$ cat src/ptrie_pkg.sv
// Shared types, constants and control structs of the prefix trie engine.
package ptrie_pkg;

    localparam int DEF_NODE_COUNT    = 1024;
    localparam int DEF_ALPHABET_SIZE = 26;

    typedef enum logic [1:0] {
        REQ_INSERT = 2'd0,
        REQ_SEARCH = 2'd1,
        REQ_PREFIX = 2'd2
    } t_req;

    typedef enum logic [2:0] {
        ST_CLEAR,
        ST_IDLE,
        ST_LOOKUP,
        ST_FINISH,
        ST_RESULT
    } t_state;

    // Controller to datapath
    typedef struct packed {
        logic clear_step;
        logic accept;
        logic lookup;
        logic mark_read;
        logic load;
    } t_cmd;

    // Datapath to controller
    typedef struct packed {
        logic clear_done;
        logic need_walk;
        logic item_last;
        logic word_last;
    } t_status;

endpackage

$ cat src/ptrie_ctrl.sv
// Controller state machine of the prefix trie engine.
module ptrie_ctrl
    import ptrie_pkg::*;
(
    input  logic    i_clk,
    input  logic    i_rst_n,
    input  logic    i_in_valid,
    output logic    o_in_stall,
    output logic    o_out_valid,
    input  logic    i_out_stall,
    input  t_status i_status,
    output t_cmd    o_cmd
);

    t_state r_state;
    t_state n_state;
    logic   r_out_valid;
    logic   n_out_valid;
    t_cmd   cmd;

    always_ff @(posedge i_clk) begin
        if (!i_rst_n) begin
            r_state     <= ST_CLEAR;
            r_out_valid <= 1'b0;
        end else begin
            r_state     <= n_state;
            r_out_valid <= n_out_valid;
        end
    end

    always_comb begin
        n_state = r_state;
        cmd     = '0;
        case (r_state)
            ST_CLEAR: begin
                cmd.clear_step = 1'b1;
                if (i_status.clear_done) begin
                    n_state = ST_IDLE;
                end
            end
            ST_IDLE: begin
                if (i_in_valid) begin
                    cmd.accept = 1'b1;
                    if (i_status.need_walk) begin
                        n_state = ST_LOOKUP;
                    end else if (i_status.item_last) begin
                        n_state = ST_FINISH;
                    end
                end
            end
            ST_LOOKUP: begin
                cmd.lookup = 1'b1;
                n_state    = i_status.word_last ? ST_FINISH : ST_IDLE;
            end
            ST_FINISH: begin
                cmd.mark_read = 1'b1;
                n_state       = ST_RESULT;
            end
            ST_RESULT: begin
                // hold the result until the output register frees up
                if (!r_out_valid || !i_out_stall) begin
                    cmd.load = 1'b1;
                    n_state  = ST_IDLE;
                end
            end
            default: begin
                n_state = ST_IDLE;
            end
        endcase
    end

    always_comb begin
        if (cmd.load) begin
            n_out_valid = 1'b1;
        end else if (!i_out_stall) begin
            n_out_valid = 1'b0;
        end else begin
            n_out_valid = r_out_valid;
        end
    end

    assign o_cmd       = cmd;
    assign o_in_stall  = (r_state != ST_IDLE);
    assign o_out_valid = r_out_valid;

endmodule

$ cat config.mk
export PLATFORM = sky130hd
export DESIGN_NAME = ptrie_ctrl
export DESIGN_NICKNAME = d
export VERILOG_FILES = /design/src/ptrie_pkg.sv /design/src/ptrie_ctrl.sv
export SDC_FILE = /design/constraint.sdc
export NUM_CORES = 1
export LEC_CHECK = 0
export BUFFER_PORTS_ARGS = -buffer_cell sky130_fd_sc_hd__buf_2
export CAP_MARGIN = 20
export CORE_AREA = 10 10 47 49
export DETAILED_ROUTE_END_ITERATION = 10
export DIE_AREA = 0 0 57 59
export PLACE_DENSITY = 0.35
export RECOVER_POWER = 25
export SLEW_MARGIN = 30
export SYNTH_ARGS = -nofsm -noshare
export SYNTH_HDL_FRONTEND = slang
export SYNTH_SLANG_ARGS = --single-unit
$ cat constraint.sdc
create_clock -name i_clk -period 1.4 [get_ports i_clk]
set_input_delay 0 -clock i_clk [delete_from_list [all_inputs] [get_ports i_clk]]
set_output_delay 0 -clock i_clk [all_outputs]
set_load 0.02 [all_outputs]
==> impl_metrics.env, run 1 <==
export IMPL_status="finished, final reports clean"
export IMPL_post_route_drc_count=0
export IMPL_clock_root_buffer="clkbuf_4"
export IMPL_crit_path_cell_trace="or3b_4, a21oi_1, buf_2"
export IMPL_yosys_area_share_simple_pct=33.14
export IMPL_fmax_ghz=0.7568
export IMPL_post_route_period_util_pct=94.38
export IMPL_reg2reg_from="r_state[2]$_SDFFE_PN0P_"
export IMPL_path_max_fanout=7
export IMPL_slowest_stage="or3b_4"
export IMPL_grt_pass1_wl_mm=1.062
export IMPL_ys_ff_latch=4
export IMPL_worst_hold_slack_ns=0.009481
export IMPL_wl_per_cell_um=12.11
export IMPL_die_h_um=59
export IMPL_fin_worst_skew_ns=0.001438
export IMPL_ir_worst_vdd_v=0.0002346
export IMPL_row_count=14
export IMPL_netlist_cell_type_count=17
export IMPL_cts_sink_count=4
export IMPL_synth_top_area_cell="dfxtp_1"
export IMPL_finalHoldViolCount=0
export IMPL_drv_cap=0
export IMPL_grt_setup_unrepaired="no"
export IMPL_synthAdderAreaFrac_pct=0
export IMPL_synth_area_um2=215.2
export IMPL_wirelength_um=690
export IMPL_cts_tree="done"
export IMPL_final_min_clock_period_ns=1.321
export IMPL_finalSetupViolCount=0
export IMPL_worst_endpoint_arrival_ns=1.32
export IMPL_ys_seq_area_share_pct=37.21
export IMPL_rr_worst_depth=3
export IMPL_setup_tns_ns=0
export IMPL_p_leak_nw=0.1468
export IMPL_synth_compound_area_share_pct=24.42
export IMPL_mappedNetlistNets=33
export IMPL_drt_iter0_drc=6
export IMPL_slew_limit_headroom_pct=71.25
export IMPL_clkLatencyLatePin_ns=0.23
export IMPL_final_max_slew_viol_count=0
export IMPL_dpl_hpwl_um=562.1
export IMPL_start_util_pct=15.36
export IMPL_crit_start="r_state[0]$_SDFFE_PN0P_"
export IMPL_synthCells=25
export IMPL_ys_warn_count=0
export IMPL_track_usage_pct=4.316
export IMPL_synthTopCellsByArea="dfxtp_1, a211oi_1, nand2_1, nor3_1, and2b_2"
export IMPL_endpoint_kind="output pin"
export IMPL_setup_worst_path_end="o_cmd[0]"
export IMPL_powerDensity_nw_per_um2=994.7
export IMPL_h_tree_depth=1
export IMPL_gp_congestion=0.7723
export IMPL_fp_dieArea_um2=3363
export IMPL_areaGrowthSynthToFinish_pct=50.00
export IMPL_fin_nets=51
export IMPL_gr_total_overflow=0
export IMPL_port_buffers=14
export IMPL_final_layout_size_suffix_gt1_share_pct=53.66
export IMPL_synth_top_family_by_area="simple AND/OR/NAND/NOR gates"
export IMPL_required_ns=1.40
export IMPL_boundaryPins=15
export IMPL_synthXorXnorAreaFrac_pct=0
export IMPL_cpPeakStageDelay_ns=0.43
export IMPL_cp_start_kind="register"
export IMPL_grt_max_degree=8
export IMPL_ant_nets=0
export IMPL_grt_pass1_vias=252
export IMPL_tightest_slew_ns=0.4257
export IMPL_r2r_end="r_state[2]$_SDFFE_PN0P_"
export IMPL_ctsLongestPathBuffers=2
export IMPL_num_antenna_cells=0
export IMPL_antenna_found_initial=0
export IMPL_regToRegSetupSlack_ns=0.30
export IMPL_fillers=171
export IMPL_syn_avg_cell_area_um2=8.608
export IMPL_chipWidth_um=57
export IMPL_cts_hold_fix_buffers=0
export IMPL_clkTransAtPathRegs_ns=0.04
export IMPL_synth_mux_area_share_pct=0
export IMPL_num_vias=240
export IMPL_dr_pass1_iters=3
export IMPL_path_class="register to output pin"
export IMPL_cts_buffers=3
export IMPL_core_um2=1401
export IMPL_hp_class="input pin to register"
export IMPL_via_per_inst=4.211
export IMPL_synth_top_area_share_pct=37.21
==> through the flow <==
stage	instances	util [%]	instance area (µm²)	worst slack (ns)	total power, mW
final	57	23.04	322.8	0.07865	0.3211
after global routing	57	23.04	322.8	0.005939	0.3470
after CTS	57	22.86	320.3	0.02436	0.3297
after detailed placement	54	21.25	297.8	0.2548	0.1800
after global placement	54	21.25	297.8	0.2690	0.1807
after floorplan	25	-	215.2	0.2684	0.1551
==> worst min-delay path by stage <==
stage | start | endpoint | depth (start not counted)
after detailed placement | i_rst_n | r_state[2]$_SDFFE_PN0P_ | 2
final | i_rst_n | r_state[2]$_SDFFE_PN0P_ | 2
after global routing | i_rst_n | r_state[2]$_SDFFE_PN0P_ | 2
after floorplan | i_rst_n | r_state[2]$_SDFFE_PN0P_ | 1
after CTS | i_rst_n | r_state[2]$_SDFFE_PN0P_ | 2
after global placement | i_rst_n | r_state[2]$_SDFFE_PN0P_ | 2
==> where the power goes <==
part | switching (mW) | internal (mW) | total (mW) | leakage [nW]
Sequential | 0.00619 | 0.119 | 0.125 | 0.0331
Combinational | 0.0289 | 0.0240 | 0.0529 | 0.0999
Clock | 0.0476 | 0.0959 | 0.143 | 0.0138
Total | 0.0826 | 0.238 | 0.321 | 0.147
==> synth_stat cells <==
cell       instances
a21oi_1            1
o41ai_1            1
nor2_2             1
a211oi_1           2
nand2_1            4
nor3_1             2
and3_2             1
dfxtp_1            4
buf_4              1
o21a_1             1
inv_1              1
nand3b_1           1
and2b_2            1
o2111ai_1          1
or3b_1             1
and2_2             1
a21boi_0           1
==> layout make-up <==
cell class | instances | area, µm² | share of cell area [%]
multi-input combinational | 19 | 126.4 | 39.15
sequential | 4 | 81.33 | 25.19
timing repair buffer | 14 | 68.82 | 21.32
clock buffer | 3 | 22.52 | 6.977
tap | 16 | 20.02 | 6.202
inverter | 1 | 3.754 | 1.163
==> logic make-up after synthesis <==
| family | count (synthesis) |
|---|---|
| AND/OR/NAND/NOR | 12 |
| AO/OA/AOI/OAI | 7 |
| flip-flops | 4 |
| buffers and inverters | 2 |
==> layout by cell type, fill, tap and decap left out <==
master / instances
buf_2: 13
nand2_1: 4
clkbuf_4: 3
dfxtp_1: 3
nor3_1: 2
a211oi_1: 2
or3b_4: 1
a21oi_1: 1
and2b_2: 1
and2_2: 1
inv_1: 1
and3_2: 1
a21boi_0: 1
nor2_2: 1
o21a_1: 1
nand3b_1: 1
o2111ai_1: 1
o41ai_1: 1
clkbuf_1: 1
dfxtp_2: 1
==> worst max-delay path, delay by kind of cell, from the launching register on <==
kind | cells | cell delay [ns]
AOI/OAI and AO/OA | 1 | 0.13
and+or+nand+nor | 1 | 0.43
DFF | 1 | 0.35
buffers and inverters | 1 | 0.18
==> what timing repair did <==
action                     4_1_cts  5_1_grt
setup buffers                    0        0
setup endpoints to repair        0        1
resized for setup                0        2
==> per-layer routing <==
metal,part of all wire (%),up-vias,track usage (%),wire length (µm)
li1,-,125,-,-
met1,44,101,3.905,302
met2,40,12,5.271,278
met3,12,2,2.575,86
met4,3.5,0,7.047,24
met5,0,-,0,0
==> state kept, by name, summed over array words and instances, names as in the netlist <==
| signal | cells |
|---|---|
| o_out_valid | 1 |
| r_state | 3 |
(Power assumes the default switching activity.)
==> run 2: changes to the inputs <==
Settings changed: CORE_AREA 10 10 47 49 to 2 2 39 41, DIE_AREA 0 0 57 59 to 0 0 41 43, PLACE_DENSITY 0.35 to 0.37.
Clock period 1.4 ns to 1.1 ns, I/O delays scaled along.
==> run 2 against run 1 <==
Compared with the run above:
- the flow now finishes with violations (negative setup slack)
- cell area grew 23%
- first-iteration DRC count shrank 100%
- wire length shrank 9.7%
- core utilization grew 5.6 points
- non-clock buffer count grew 4
- clock-buffer cell count is the same
- via count grew 9.2%
- critical path depth is the same
- register-to-register slack lost 0.34 ns
- critical endpoint unchanged
- highest routed layer unchanged
==> impl_metrics.env, run 2 (synthesized netlist as in run 1, its figures left out) <==
export IMPL_cts_buffers=3
export IMPL_path_class="register to output pin"
export IMPL_fillers=164
export IMPL_endpoint_kind="output pin"
export IMPL_wl_per_cell_um=10.21
export IMPL_areaGrowthSynthToFinish_pct=84.30
export IMPL_grt_pass1_vias=220
export IMPL_dpl_hpwl_um=486.6
export IMPL_clkLatencyLatePin_ns=0.24
export IMPL_ir_worst_vdd_v=0.0004047
export IMPL_post_route_period_util_pct=109.6
export IMPL_final_layout_size_suffix_gt1_share_pct=71.11
export IMPL_drt_iter0_drc=0
export IMPL_worst_endpoint_arrival_ns=1.21
export IMPL_finalHoldViolCount=0
export IMPL_wirelength_um=623
export IMPL_hp_class="input pin to register"
export IMPL_placedCellCount=57
export IMPL_h_tree_depth=1
export IMPL_ant_nets=0
export IMPL_required_ns=1.10
export IMPL_fmax_ghz=0.8296
export IMPL_dr_pass1_iters=1
export IMPL_chipWidth_um=41
export IMPL_largest_reg_flops=3
export IMPL_setup_tns_ns=-0.1697
export IMPL_gp_congestion=0.7191
export IMPL_cts_sink_count=4
export IMPL_die_h_um=43
export IMPL_fp_dieArea_um2=1763
export IMPL_ctsLongestPathBuffers=2
export IMPL_clock_root_buffer="clkbuf_4"
export IMPL_p_leak_nw=0.1760
export IMPL_powerDensity_nw_per_um2=1084
export IMPL_num_antenna_cells=0
export IMPL_stdcell_area_um2=396.6
export IMPL_cts_hold_fix_buffers=0
export IMPL_num_vias=262
export IMPL_final_cells=61
export IMPL_final_max_slew_viol_count=0
export IMPL_path_max_fanout=4
export IMPL_grt_pass1_wl_um=855
export IMPL_drv_cap=0
export IMPL_track_usage_pct=7.422
export IMPL_post_route_drc_count=0
export IMPL_finalSetupViolCount=3
export IMPL_via_per_inst=4.295
export IMPL_port_buffers=14
export IMPL_status="finished, violations left"
export IMPL_gr_total_overflow=0
export IMPL_utilization_pct=28.66
export IMPL_core_um2=1384
export IMPL_dpl_cell_area_um2=321.6
export IMPL_start_util_pct=15.55
export IMPL_violations="negative setup slack"
export IMPL_grt_max_degree=6
export IMPL_grt_setup_unrepaired="yes"
export IMPL_worst_slack_ns=-0.1054
export IMPL_final_cell_mix="buf_2, buf_4, nand2_1"
export IMPL_antenna_found_initial=0
export IMPL_worst_hold_slack_ns=0.007882
export IMPL_total_power_mw=0.4300
export IMPL_multi_input_area_um2=150.1
export IMPL_fin_worst_skew_ns=0.003111
export IMPL_cts_tree="done"
export IMPL_boundaryPins=15
export IMPL_cp_start_kind="register"
export IMPL_row_count=14
export IMPL_slew_limit_headroom_pct=71.65
export IMPL_tightest_slew_ns=0.4198
export IMPL_clkTransAtPathRegs_ns=0.04
export IMPL_mostFrequentLayoutCell="buf_2"
export IMPL_place_ws_ns=0.03617
export IMPL_final_min_clock_period_ns=1.205
export IMPL_fin_nets=55
export IMPL_top_register="r_state"
export IMPL_ff_latch_area_um2=83.83
## run 2: changes by cell type in the layout (fill, tap and decap cells not counted), moves of 2 or more
cell     change
buf_4        +6
dfxtp_1      -2
nor3_1       -2
nor3_2       +2
buf_2        -4
dfxtp_2      +2
buf_6        +2
## run 2: path summary, 6_finish.rpt
kind | from | endpoint | slack (ns) | cells after the start
setup / recovery | r_state[2]$_SDFFE_PN0P_ | o_cmd[0] | -0.11 | 3
hold / removal | i_rst_n | r_state[2]$_SDFFE_PN0P_ | 0.008 | 2
setup reg to reg | r_state[2]$_SDFFE_PN0P_ | r_state[0]$_SDFFE_PN0P_ | -0.04 | 4
hold reg to reg | r_state[2]$_SDFFE_PN0P_ | r_state[1]$_SDFFE_PN0P_ | 0.54 | 2
## run 2: where the power goes
group          leakage [nW]  internal [mW]  total, mW  switching (mW)
clock network        0.0138          0.122      0.183          0.0606
registers            0.0338          0.152      0.157         0.00478
logic                 0.128         0.0453     0.0906          0.0454
## run 2: final cells by class
class / instances / share of cell area [%]
Tap cell: 16 / 5.047
Clock buffer: 3 / 5.678
Inverter: 1 / 0.9464
Sequential cell: 4 / 21.14
Timing Repair Buffer: 18 / 29.34
Multi-Input combinational cell: 19 / 37.85
## run 2: worst max-delay path, stage by stage (launching register included)
cell,delay (ns)
dfxtp_2,0.33
or3b_4,0.39
a21oi_2,0.10
buf_4,0.14
## run 2: metal layers
layer / wire length [µm] / vias to the layer above / GRT usage [%]
met1: 277 / 110 / 9.615
met2: 242 / 16 / 8.750
li1: - / 134 / -
met5: 0 / - / 0
met4: 14 / 0 / 8.000
met3: 88 / 2 / 2.094
## run 2: what timing repair did
| action | 4_1_cts | 5_1_grt |
|---|---|---|
| endpoints found under the setup margin | 4 | 10 |
| buffers inserted | 1 | 0 |
| resized for setup | 10 | 7 |
| gates cloned | 0 | 0 |
| pin swaps | 3 | 1 |
